==> config.mk <==
export PLATFORM = sky130hd
export DESIGN_NAME = bounded_http_body_deframer
export DESIGN_NICKNAME = d
export VERILOG_FILES = /design/src/hdl/hbd_pkg.sv /design/src/hdl/hbd_out_buf.sv /design/src/hdl/hbd_core.sv /design/src/hdl/bounded_http_body_deframer.sv
export SDC_FILE = /design/constraint.sdc
export NUM_CORES = 1
export LEC_CHECK = 0
export ABC_CLOCK_PERIOD_IN_PS = 9500
export BUFFER_PORTS_ARGS = -buffer_cell sky130_fd_sc_hd__buf_4
export CORE_ASPECT_RATIO = 0.6
export CORE_MARGIN = 1.5
export CORE_UTILIZATION = 50
export CTS_CLUSTER_SIZE = 30
export DETAILED_ROUTE_END_ITERATION = 8
export PLACE_DENSITY = 0.67
export SLEW_MARGIN = 40
export SYNTH_ARGS = -nofsm -noshare
export SYNTH_HDL_FRONTEND = slang
export SYNTH_SLANG_ARGS = --single-unit
export TNS_END_PERCENT = 20
==> constraint.sdc <==
create_clock -name clk -period 9.5 [get_ports clk]
set_input_delay 0.475 -clock clk [delete_from_list [all_inputs] [get_ports clk]]
set_output_delay 0.475 -clock clk [all_outputs]
set_load 0.01 [all_outputs]
==> src/hdl/hbd_pkg.sv <==
// Shared types, codes and constants of the bounded HTTP body deframer.
// Used by hbd_core, hbd_out_buf and bounded_http_body_deframer; no dependencies.
package hbd_pkg;

	localparam int unsigned CNT_W = 17;
	localparam int unsigned MS_W = 16;
	localparam int unsigned SLACK_W = 15;
	localparam int unsigned LINE_W = 10;
	localparam int unsigned DIG_W = 4;

	localparam logic [CNT_W-1:0] MAX_BODY = 17'd65536;
	localparam logic [CNT_W-1:0] CNT_MAX = 17'h1FFFF;
	localparam logic [LINE_W-1:0] SIZE_LINE_LIMIT = 10'd128;
	localparam logic [LINE_W-1:0] TRAILER_LINE_LIMIT = 10'd512;
	localparam logic [DIG_W-1:0] MAX_SIZE_DIGITS = 4'd8;

	localparam logic [MS_W-1:0] TIMEOUT_RST = 16'd20000;
	localparam logic [CNT_W-1:0] BODY_LIMIT_RST = 17'd65536;
	localparam logic [SLACK_W-1:0] RAW_SLACK_RST = 15'd8192;

	// configuration register indexes
	localparam logic [1:0] REG_TIMEOUT = 2'd0;
	localparam logic [1:0] REG_BODY_LIMIT = 2'd1;
	localparam logic [1:0] REG_RAW_SLACK = 2'd2;

	// input item kinds
	localparam logic [1:0] KIND_START = 2'd0;
	localparam logic [1:0] KIND_BYTE = 2'd1;
	localparam logic [1:0] KIND_CLOSE = 2'd2;
	localparam logic [1:0] KIND_TICK = 2'd3;

	// body modes
	localparam logic [1:0] MODE_CLOSE = 2'd0;
	localparam logic [1:0] MODE_LENGTH = 2'd1;
	localparam logic [1:0] MODE_CHUNKED = 2'd2;
	localparam logic [1:0] MODE_BAD = 2'd3;

	// end status codes
	localparam logic [2:0] ST_OK = 3'd0;
	localparam logic [2:0] ST_TIMEOUT = 3'd1;
	localparam logic [2:0] ST_RAW = 3'd2;
	localparam logic [2:0] ST_OVER = 3'd3;
	localparam logic [2:0] ST_FRAME = 3'd4;
	localparam logic [2:0] ST_CLOSED = 3'd5;
	localparam logic [2:0] ST_EMPTY = 3'd6;

	localparam logic [7:0] CH_CR = 8'h0D;
	localparam logic [7:0] CH_LF = 8'h0A;
	localparam logic [7:0] CH_SEMI = 8'h3B;

	typedef enum logic [9:0] {
		PH_IDLE    = 10'b00_0000_0001,
		PH_SIZE    = 10'b00_0000_0010,
		PH_SIZE_LF = 10'b00_0000_0100,
		PH_DATA    = 10'b00_0000_1000,
		PH_DATA_CR = 10'b00_0001_0000,
		PH_DATA_LF = 10'b00_0010_0000,
		PH_TRL     = 10'b00_0100_0000,
		PH_TRL_LF  = 10'b00_1000_0000,
		PH_LEN     = 10'b01_0000_0000,
		PH_CLOSE   = 10'b10_0000_0000
	} phase_t;

	typedef struct packed {
		logic [MS_W-1:0]    timeout_ms;
		logic [CNT_W-1:0]   body_limit;
		logic [SLACK_W-1:0] raw_slack;
	} cfg_t;

	typedef struct packed {
		logic       out_valid;
		logic [7:0] out_byte;
		logic       done_res;
		logic [2:0] status;
	} res_t;

	// {valid, value} of an ASCII hex digit
	function automatic logic [4:0] hex_value(input logic [7:0] c);
		logic [7:0] d;
		d = 8'd0;
		if (c >= 8'h30 && c <= 8'h39) begin
			d = c - 8'h30;
			return {1'b1, d[3:0]};
		end else if (c >= 8'h61 && c <= 8'h66) begin
			d = c - 8'h57;
			return {1'b1, d[3:0]};
		end else if (c >= 8'h41 && c <= 8'h46) begin
			d = c - 8'h37;
			return {1'b1, d[3:0]};
		end
		return 5'd0;
	endfunction

endpackage

==> src/hdl/hbd_out_buf.sv <==
// Two-entry result buffer between the deframer logic and the output stream.
// Depends on hbd_pkg (res_t).
module hbd_out_buf (
	input  logic          clk,
	input  logic          arst_n,
	input  logic          push,
	input  hbd_pkg::res_t push_data,
	output logic          has_room,
	output logic          out_vld,
	input  logic          out_rdy,
	output hbd_pkg::res_t out_data
);

	hbd_pkg::res_t e0_q, e1_q;
	logic [1:0] cnt_q;
	logic pop;

	assign pop = out_vld && out_rdy;
	assign out_vld = (cnt_q != 2'd0);
	assign out_data = e0_q;
	assign has_room = (cnt_q != 2'd2);

	always_ff @(posedge clk or negedge arst_n) begin
		if (!arst_n) begin
			cnt_q <= 2'd0;
		end else begin
			if (push && !pop) begin
				cnt_q <= cnt_q + 2'd1;
			end else if (pop && !push) begin
				cnt_q <= cnt_q - 2'd1;
			end
		end
	end

	always_ff @(posedge clk) begin
		if (pop) begin
			if (push && cnt_q == 2'd1) e0_q <= push_data;
			else e0_q <= e1_q;
			if (push && cnt_q == 2'd2) e1_q <= push_data;
		end else if (push) begin
			if (cnt_q == 2'd0) e0_q <= push_data;
			else e1_q <= push_data;
		end
	end

endmodule

==> src/hdl/hbd_core.sv <==
// Response state and per-item update of the body deframer: one item per cycle while take is high.
// Depends on hbd_pkg (phase_t, cfg_t, res_t, codes, hex_value).
module hbd_core (
	input  logic                      clk,
	input  logic                      arst_n,
	input  logic                      take,
	input  logic [1:0]                kind,
	input  logic [1:0]                body_mode,
	input  logic [hbd_pkg::CNT_W-1:0] content_length,
	input  logic [7:0]                rx_byte,
	input  hbd_pkg::cfg_t             cfg,
	output logic                      res_vld,
	output hbd_pkg::res_t             res
);

	hbd_pkg::phase_t phase_q, phase_d;
	logic [hbd_pkg::CNT_W-1:0] remaining_q, remaining_d;
	logic [hbd_pkg::CNT_W-1:0] body_q, body_d;     // body bytes of this response
	logic [hbd_pkg::CNT_W-1:0] raw_q, raw_d;
	logic [hbd_pkg::MS_W-1:0] elapsed_q, elapsed_d;
	logic [hbd_pkg::LINE_W-1:0] line_q, line_d;
	logic [hbd_pkg::DIG_W-1:0] digits_q, digits_d;
	logic semi_q, semi_d;

	logic [hbd_pkg::CNT_W-1:0] eff_body, eff_raw, raw_inc, room;
	logic [hbd_pkg::CNT_W:0] raw_sum;
	logic [hbd_pkg::MS_W-1:0] elapsed_inc;
	logic [4:0] hexd;
	logic [20:0] acc;
	logic emit, fin;
	logic [2:0] st;

	assign eff_body = (cfg.body_limit < hbd_pkg::MAX_BODY) ? cfg.body_limit
	                                                       : hbd_pkg::MAX_BODY;
	assign raw_sum = {1'b0, eff_body} + {3'b000, cfg.raw_slack};
	assign eff_raw = raw_sum[hbd_pkg::CNT_W] ? hbd_pkg::CNT_MAX : raw_sum[hbd_pkg::CNT_W-1:0];
	// body room left under the current limit
	assign room = (body_q >= eff_body) ? '0 : eff_body - body_q;
	assign raw_inc = raw_q + 17'd1;
	assign elapsed_inc = (elapsed_q != 16'hFFFF) ? elapsed_q + 16'd1 : elapsed_q;
	assign hexd = hbd_pkg::hex_value(rx_byte);
	assign acc = {remaining_q, 4'b0000} + {17'd0, hexd[3:0]};

	always_comb begin
		phase_d = phase_q;
		remaining_d = remaining_q;
		body_d = body_q;
		raw_d = raw_q;
		elapsed_d = elapsed_q;
		line_d = line_q;
		digits_d = digits_q;
		semi_d = semi_q;
		emit = 1'b0;
		fin = 1'b0;
		st = hbd_pkg::ST_OK;

		if (take) begin
			if (kind == hbd_pkg::KIND_START) begin
				remaining_d = '0;
				body_d = '0;
				raw_d = '0;
				elapsed_d = '0;
				line_d = '0;
				digits_d = '0;
				semi_d = 1'b0;
				unique case (body_mode)
					hbd_pkg::MODE_CHUNKED: phase_d = hbd_pkg::PH_SIZE;
					hbd_pkg::MODE_CLOSE:   phase_d = hbd_pkg::PH_CLOSE;
					hbd_pkg::MODE_BAD: begin
						fin = 1'b1;
						st = hbd_pkg::ST_FRAME;
					end
					default: begin
						priority if (content_length > eff_body) begin
							fin = 1'b1;
							st = hbd_pkg::ST_OVER;
						end else if (content_length == '0) begin
							fin = 1'b1;
							st = hbd_pkg::ST_EMPTY;
						end else begin
							remaining_d = content_length;
							phase_d = hbd_pkg::PH_LEN;
						end
					end
				endcase
			end else if (phase_q == hbd_pkg::PH_IDLE) begin
				// stray byte, close or tick: ignored
			end else if (kind == hbd_pkg::KIND_TICK) begin
				elapsed_d = elapsed_inc;
				if (elapsed_inc >= cfg.timeout_ms) begin
					fin = 1'b1;
					st = hbd_pkg::ST_TIMEOUT;
				end
			end else if (elapsed_q >= cfg.timeout_ms) begin
				fin = 1'b1;
				st = hbd_pkg::ST_TIMEOUT;
			end else if (raw_q >= eff_raw) begin
				fin = 1'b1;
				st = hbd_pkg::ST_RAW;
			end else if (kind == hbd_pkg::KIND_CLOSE) begin
				fin = 1'b1;
				if (phase_q == hbd_pkg::PH_CLOSE)
					st = (body_q != '0) ? hbd_pkg::ST_OK : hbd_pkg::ST_EMPTY;
				else st = hbd_pkg::ST_CLOSED;
			end else begin
				raw_d = raw_inc;
				unique case (phase_q)
					hbd_pkg::PH_SIZE: begin
						priority if (rx_byte == hbd_pkg::CH_CR) begin
							phase_d = hbd_pkg::PH_SIZE_LF;
						end else if (rx_byte == hbd_pkg::CH_LF ||
						             line_q >= hbd_pkg::SIZE_LINE_LIMIT) begin
							fin = 1'b1;
							st = hbd_pkg::ST_FRAME;
						end else begin
							line_d = line_q + 10'd1;
							// extensions after a semicolon are skipped
							priority if (semi_q) begin
							end else if (rx_byte == hbd_pkg::CH_SEMI) begin
								semi_d = 1'b1;
							end else begin
								digits_d = digits_q + 4'd1;
								priority if (digits_q >= hbd_pkg::MAX_SIZE_DIGITS || !hexd[4]) begin
									fin = 1'b1;
									st = hbd_pkg::ST_FRAME;
								end else begin
									remaining_d = acc[hbd_pkg::CNT_W-1:0];
									if (acc > {4'd0, room}) begin
										fin = 1'b1;
										st = hbd_pkg::ST_OVER;
									end
								end
							end
						end
					end
					hbd_pkg::PH_SIZE_LF: begin
						if (rx_byte != hbd_pkg::CH_LF || digits_q == '0) begin
							fin = 1'b1;
							st = hbd_pkg::ST_FRAME;
						end else begin
							line_d = '0;
							digits_d = '0;
							semi_d = 1'b0;
							phase_d = (remaining_q == '0) ? hbd_pkg::PH_TRL : hbd_pkg::PH_DATA;
						end
					end
					hbd_pkg::PH_DATA: begin
						emit = 1'b1;
						body_d = body_q + 17'd1;
						remaining_d = remaining_q - 17'd1;
						if (remaining_q == 17'd1) phase_d = hbd_pkg::PH_DATA_CR;
					end
					hbd_pkg::PH_DATA_CR: begin
						if (rx_byte != hbd_pkg::CH_CR) begin
							fin = 1'b1;
							st = hbd_pkg::ST_FRAME;
						end else begin
							phase_d = hbd_pkg::PH_DATA_LF;
						end
					end
					hbd_pkg::PH_DATA_LF: begin
						if (rx_byte != hbd_pkg::CH_LF) begin
							fin = 1'b1;
							st = hbd_pkg::ST_FRAME;
						end else begin
							line_d = '0;
							digits_d = '0;
							semi_d = 1'b0;
							remaining_d = '0;
							phase_d = hbd_pkg::PH_SIZE;
						end
					end
					hbd_pkg::PH_TRL: begin
						priority if (rx_byte == hbd_pkg::CH_CR) begin
							phase_d = hbd_pkg::PH_TRL_LF;
						end else if (rx_byte == hbd_pkg::CH_LF ||
						             line_q >= hbd_pkg::TRAILER_LINE_LIMIT) begin
							fin = 1'b1;
							st = hbd_pkg::ST_FRAME;
						end else begin
							line_d = line_q + 10'd1;
						end
					end
					hbd_pkg::PH_TRL_LF: begin
						priority if (rx_byte != hbd_pkg::CH_LF) begin
							fin = 1'b1;
							st = hbd_pkg::ST_FRAME;
						end else if (line_q == '0) begin
							fin = 1'b1;
							st = (body_q != '0) ? hbd_pkg::ST_OK : hbd_pkg::ST_EMPTY;
						end else begin
							line_d = '0;
							phase_d = hbd_pkg::PH_TRL;
						end
					end
					hbd_pkg::PH_LEN: begin
						emit = 1'b1;
						body_d = body_q + 17'd1;
						remaining_d = remaining_q - 17'd1;
						if (remaining_q == 17'd1) begin
							fin = 1'b1;
							st = hbd_pkg::ST_OK;
						end
					end
					hbd_pkg::PH_CLOSE: begin
						if (room == '0) begin
							fin = 1'b1;
							st = hbd_pkg::ST_OVER;
						end else begin
							emit = 1'b1;
							body_d = body_q + 17'd1;
						end
					end
					default: begin
						fin = 1'b1;
						st = hbd_pkg::ST_FRAME;
					end
				endcase
				if (!fin && raw_inc >= eff_raw) begin
					fin = 1'b1;
					st = hbd_pkg::ST_RAW;
				end
			end
			if (fin) phase_d = hbd_pkg::PH_IDLE;
		end
	end

	assign res_vld = emit || fin;
	assign res.out_valid = emit;
	assign res.out_byte = emit ? rx_byte : 8'd0;
	assign res.done_res = fin;
	assign res.status = fin ? st : hbd_pkg::ST_OK;

	always_ff @(posedge clk or negedge arst_n) begin
		if (!arst_n) begin
			phase_q <= hbd_pkg::PH_IDLE;
			remaining_q <= '0;
			body_q <= '0;
			raw_q <= '0;
			elapsed_q <= '0;
			line_q <= '0;
			digits_q <= '0;
			semi_q <= 1'b0;
		end else begin
			phase_q <= phase_d;
			remaining_q <= remaining_d;
			body_q <= body_d;
			raw_q <= raw_d;
			elapsed_q <= elapsed_d;
			line_q <= line_d;
			digits_q <= digits_d;
			semi_q <= semi_d;
		end
	end

endmodule

==> src/hdl/bounded_http_body_deframer.sv <==
// Top level of the bounded HTTP body deframer: stream ports, config registers.
// Depends on hbd_pkg, hbd_core and hbd_out_buf.
//
//  channel   | dir | handshake                   | payload
//  ----------+-----+-----------------------------+---------------------------------------
//  s_axis    | in  | s_axis_tvalid/s_axis_tready | tuser kind; tdata mode, length, byte
//  m_axis    | out | m_axis_tvalid/m_axis_tready | tuser valid/done flags; tdata byte, status
//  cfg       | in  | cfg_we (no wait)            | cfg_index, cfg_data
//
// One transfer is taken per cycle while s_axis_tready is high; its result, if any, is in
// the output buffer the next cycle.
// The two-entry output buffer keeps the input open while one result waits; s_axis_tready
// drops only when both entries are full, i.e. after the sink has stalled for two results.
// arst_n clears the response state to idle, empties the buffer and loads the default
// timeout (20000 ms), body limit (65536) and raw slack (8192).
module bounded_http_body_deframer (
	input  logic        clk,
	input  logic        arst_n,

	input  logic        s_axis_tvalid,
	output logic        s_axis_tready,
	input  logic [31:0] s_axis_tdata,   // [1:0] body_mode, [18:2] content_length,
	                                    // [26:19] rx_byte, [31:27] zero
	input  logic [1:0]  s_axis_tuser,   // [1:0] kind

	output logic        m_axis_tvalid,
	input  logic        m_axis_tready,
	output logic [15:0] m_axis_tdata,   // [7:0] out_byte, [10:8] status, [15:11] zero
	output logic [1:0]  m_axis_tuser,   // [0] out_valid, [1] done_res

	input  logic        cfg_we,
	input  logic [1:0]  cfg_index,
	input  logic [16:0] cfg_data
);

	hbd_pkg::cfg_t cfg_q;
	hbd_pkg::res_t res, out_res;
	logic res_vld, room, take;

	// Config registers; an index past the list is dropped.
	always_ff @(posedge clk or negedge arst_n) begin
		if (!arst_n) begin
			cfg_q.timeout_ms <= hbd_pkg::TIMEOUT_RST;
			cfg_q.body_limit <= hbd_pkg::BODY_LIMIT_RST;
			cfg_q.raw_slack <= hbd_pkg::RAW_SLACK_RST;
		end else if (cfg_we) begin
			unique case (cfg_index)
				hbd_pkg::REG_TIMEOUT:    cfg_q.timeout_ms <= cfg_data[15:0];
				hbd_pkg::REG_BODY_LIMIT: cfg_q.body_limit <= cfg_data;
				hbd_pkg::REG_RAW_SLACK:  cfg_q.raw_slack <= cfg_data[14:0];
				default: ;
			endcase
		end
	end

	// At most one result per transfer, so one free entry is enough to take it.
	assign s_axis_tready = room;
	assign take = s_axis_tvalid && room;

	hbd_core u_core (
		.clk            (clk),
		.arst_n         (arst_n),
		.take           (take),
		.kind           (s_axis_tuser),
		.body_mode      (s_axis_tdata[1:0]),
		.content_length (s_axis_tdata[18:2]),
		.rx_byte        (s_axis_tdata[26:19]),
		.cfg            (cfg_q),
		.res_vld        (res_vld),
		.res            (res)
	);

	hbd_out_buf u_out_buf (
		.clk       (clk),
		.arst_n    (arst_n),
		.push      (res_vld),
		.push_data (res),
		.has_room  (room),
		.out_vld   (m_axis_tvalid),
		.out_rdy   (m_axis_tready),
		.out_data  (out_res)
	);

	assign m_axis_tdata = {5'd0, out_res.status, out_res.out_byte};
	assign m_axis_tuser = {out_res.done_res, out_res.out_valid};

endmodule
==> impl_metrics.csv <==
group,metric,value,unit
outcome,status,"finished, final reports clean",
worst_setup_path,worst_setup_path_start_kind,"register",
synthesis,synth_cell_types,100,
clock_tree,clk_latency,0.45,ns
clock_tree,post_cts_buffers,0,
synthesis,yosysWarningCount,0,
synthesis,syn_inst,1592,
clock_tree,cts_buffer_depth,2,
drt,antenna_left,0,
worst_setup_path,crit_top_cell,"a21oi_1",
worst_setup_path,cp.arrival,8.24,ns
sta,slew-limit-headroom,32.5,%
worst_setup_path,cp_max_fo,16,
layout,drive_gt1_share,12.5,%
sta,period_needed,8.16,ns
clock_tree,cts.hold.buffers_added,0,
synthesis,ys_seq_elements,168,
sta,grt_setup_unrepaired,"no",
worst_setup_path,slowest_stage,"dfstp_2",
sta,slew_viol_final,0,
placement,place_inst,1976,
layout,layout_commonest_cell,"nand2_1",
global_route,grt.overflow.total,0,
synthesis,synth_top_area_share,24.4,%
drt,via_count,12259,
global_route,grtUsageTotal,29.5,%
sta,finalSetupViolCount,0,
worst_setup_path,crit_type,"register to register",
floorplanning,pin_count,78,
power,power.density,244,nW/um^2
sta,hold_viol,0,
layout,fin_area,15200,sq um
placement,gp_congestion,0.973,
synthesis,yosysTopAreaCell,"dfrtp_1",
power,power.leakage,0.00678,uW
drt,drt-wirelength-per-cell,20.7,microns
clock_tree,cts-resized-gates,0,
layout,final_cell_mix,"nand2_1, ha_1, dfrtp_1",
clock_tree,cts_made_buffers,17,
drt,wirelength,41600,microns
sta,finalCritPeriodShare,85.9,%
drt,first_iter_violations,1384,
synthesis,synth_edf_count,26,
sta,setup_tns,0,ns
placement,dp_hpwl,32800,microns
clock_tree,htree_num_levels,4,
global_route,grt_max_degree,82,
floorplanning,die_x,217,microns
synthesis,syn_area,13700,sq um
global_route,grt_pass1_wl,64900,microns
global_route,grt_pass1_vias,11048,
layout,fin_nets,1847,
placement,placed_area,14600,sq um
worst_setup_path,cp_data_required_time,9.58,ns
floorplanning,initial_utilization,51.4,%
drt,drc,0,
sta,clock_skew,0.0112,ns
sta,max_freq,122,MHz
sta,worst_slew_pin_slew,0.987,ns
global_route,antenna_found_initial,0,
layout,fin_cells,2009,
worst_setup_path,end_kind,"register",
synthesis,ys_seq_area_share,31.6,%
layout,n_antenna_cell,0,
placement,port-buffer-count,67,
synthesis,async_flop_share,84.5,%
synthesis,avgSynthCellArea,8.63,sq um
floorplanning,die_area,28500,sq um
worst_setup_path,cpPeakStageDelay,0.70,ns
synthesis,synth-main-ff-cell,"dfrtp_1",
floorplanning,die_h,131,microns
floorplanning,fp-row-count,46,
drt,dr.pass1.iters,5,
run,maxCapViolations,0,
clock_tree,tritoncts,"built",
floorplanning,core_area,26700,sq um
layout,syn_to_final_growth,10.9,%
clock_tree,clock_sinks,168,
hold_path,holdCritPathClass,"primary input to async pin",
drt,viasPerCell,6.10,
synthesis,netlist_top_cells_area,"dfrtp_1, ha_1, edfxtp_1",
clock_tree,cts-root-buf,"clkbuf_16",
power,ir_drop,0.150,mV
clock_tree,path_clk_slew,0.07,ns
==> path summary, 6_finish.rpt <==
kind	from	to	slack [ns]	cells past startpoint
worst max-delay path	cfg_q[31]$_DFFE_PN1P_	u_out_buf.e1_q[0]$_DFFE_PP_	1.34	30
worst min-delay path	arst_n	u_core.elapsed_q[0]$_DFFE_PN0P_	0.07	1
worst max register to register	cfg_q[31]$_DFFE_PN1P_	u_out_buf.e1_q[0]$_DFFE_PP_	1.34	30
worst min register to register	cfg_q[20]$_DFFE_PN0P_	cfg_q[20]$_DFFE_PN0P_	0.50	1
max in group asynchronous	arst_n	u_core.remaining_q[16]$_DFFE_PN0P_	8.42	2
min in group clk	cfg_data[12]	cfg_q[44]$_DFFE_PN0P_	0.25	3
==> logic make-up after synthesis <==
| kind of cell | count (synthesis) | share of synthesized area, % |
|---|---|---|
| simple gates | 554 | 20.3 |
| compound gates | 436 | 20.8 |
| flops | 168 | 31.6 |
| fa+ha+maj | 158 | 14.4 |
| buf+inv | 158 | 4.61 |
| xor+xnor | 75 | 4.78 |
| mux | 42 | 3.40 |
| other cells | 1 | 0.0273 |
==> Yosys cell counts, drive strengths merged, types with 10 or more instances <==
| library cell | number |
|---|---|
| nand2 | 185 |
| buf | 19 |
| o21ai | 137 |
| a22o | 24 |
| mux2 | 37 |
| a31oi | 13 |
| or3 | 20 |
| o31ai | 13 |
| o21bai | 11 |
| and2 | 12 |
| xor2 | 22 |
| nor3 | 33 |
| nand2b | 24 |
| clkbuf | 41 |
| a211oi | 25 |
| nor2b | 20 |
| or4 | 10 |
| a21oi | 110 |
| inv | 98 |
| xnor2 | 53 |
| ha | 151 |
| edfxtp | 26 |
| a21o | 27 |
| nor4 | 20 |
| dfrtp | 134 |
| nand4 | 27 |
| and3 | 15 |
| nand3 | 56 |
| nor2 | 101 |
==> power by group <==
group | internal, uW | switching, uW
logic | 755 | 1130
registers | 897 | 206
clock network | 404 | 323
total | 2060 | 1660
==> layer usage <==
layer | vias up | share of wire [%] | global-route usage (%)
met5 | - | 0 | 0
met4 | 0 | 1.2 | 5.79
met3 | 42 | 11 | 9.77
met2 | 531 | 37 | 36.7
met1 | 5798 | 51 | 47.7
li1 | 5888 | - | -
==> final cells by class <==
cell class / instances / area [sq um]
Fill cell: 2452 / 11500
Multi-Input combinational cell: 1270 / 8840
Sequential cell: 168 / 4340
Timing Repair Buffer: 81 / 622
Tap cell: 360 / 450
Clock buffer: 19 / 444
Inverter: 98 / 368
Clock inverter: 13 / 165
==> registers in the layout, summed over array words and instances (netlist names) <==
name and flops:
u_core.body_q 17, u_out_buf.e1_q 13, u_core.line_q 10, u_out_buf.cnt_q 2
u_core.elapsed_q 16, u_core.raw_q 17, u_core.phase_q 10, u_core.digits_q 4
u_out_buf.out_data 13, u_core.remaining_q 17, cfg_q 48, u_core.semi_q 1
==> critical path: cells and delay by family (launching register included) <==
kind | cells | cell delay (ns)
xor+xnor | 1 | 0.25
compound gates | 12 | 2.23
simple gates | 6 | 2.00
fa+ha+maj | 6 | 1.93
buf+inv | 5 | 0.69
flops | 1 | 0.70
==> per-stage QoR <==
step	setup WS (ns)	power, uW	util, %	hold slack, ns
2_1_floorplan	2.24	2390	-	0.179
3_3_place_gp	1.46	2880	54.5	0.479
3_5_place_dp	1.57	2940	54.7	0.484
4_1_cts	1.53	3680	57.0	0.0955
5_1_grt	0.935	3980	57.0	0.112
6_report	1.34	3720	57.0	0.0661
Note: power is estimated with default switching activity, not from simulation.
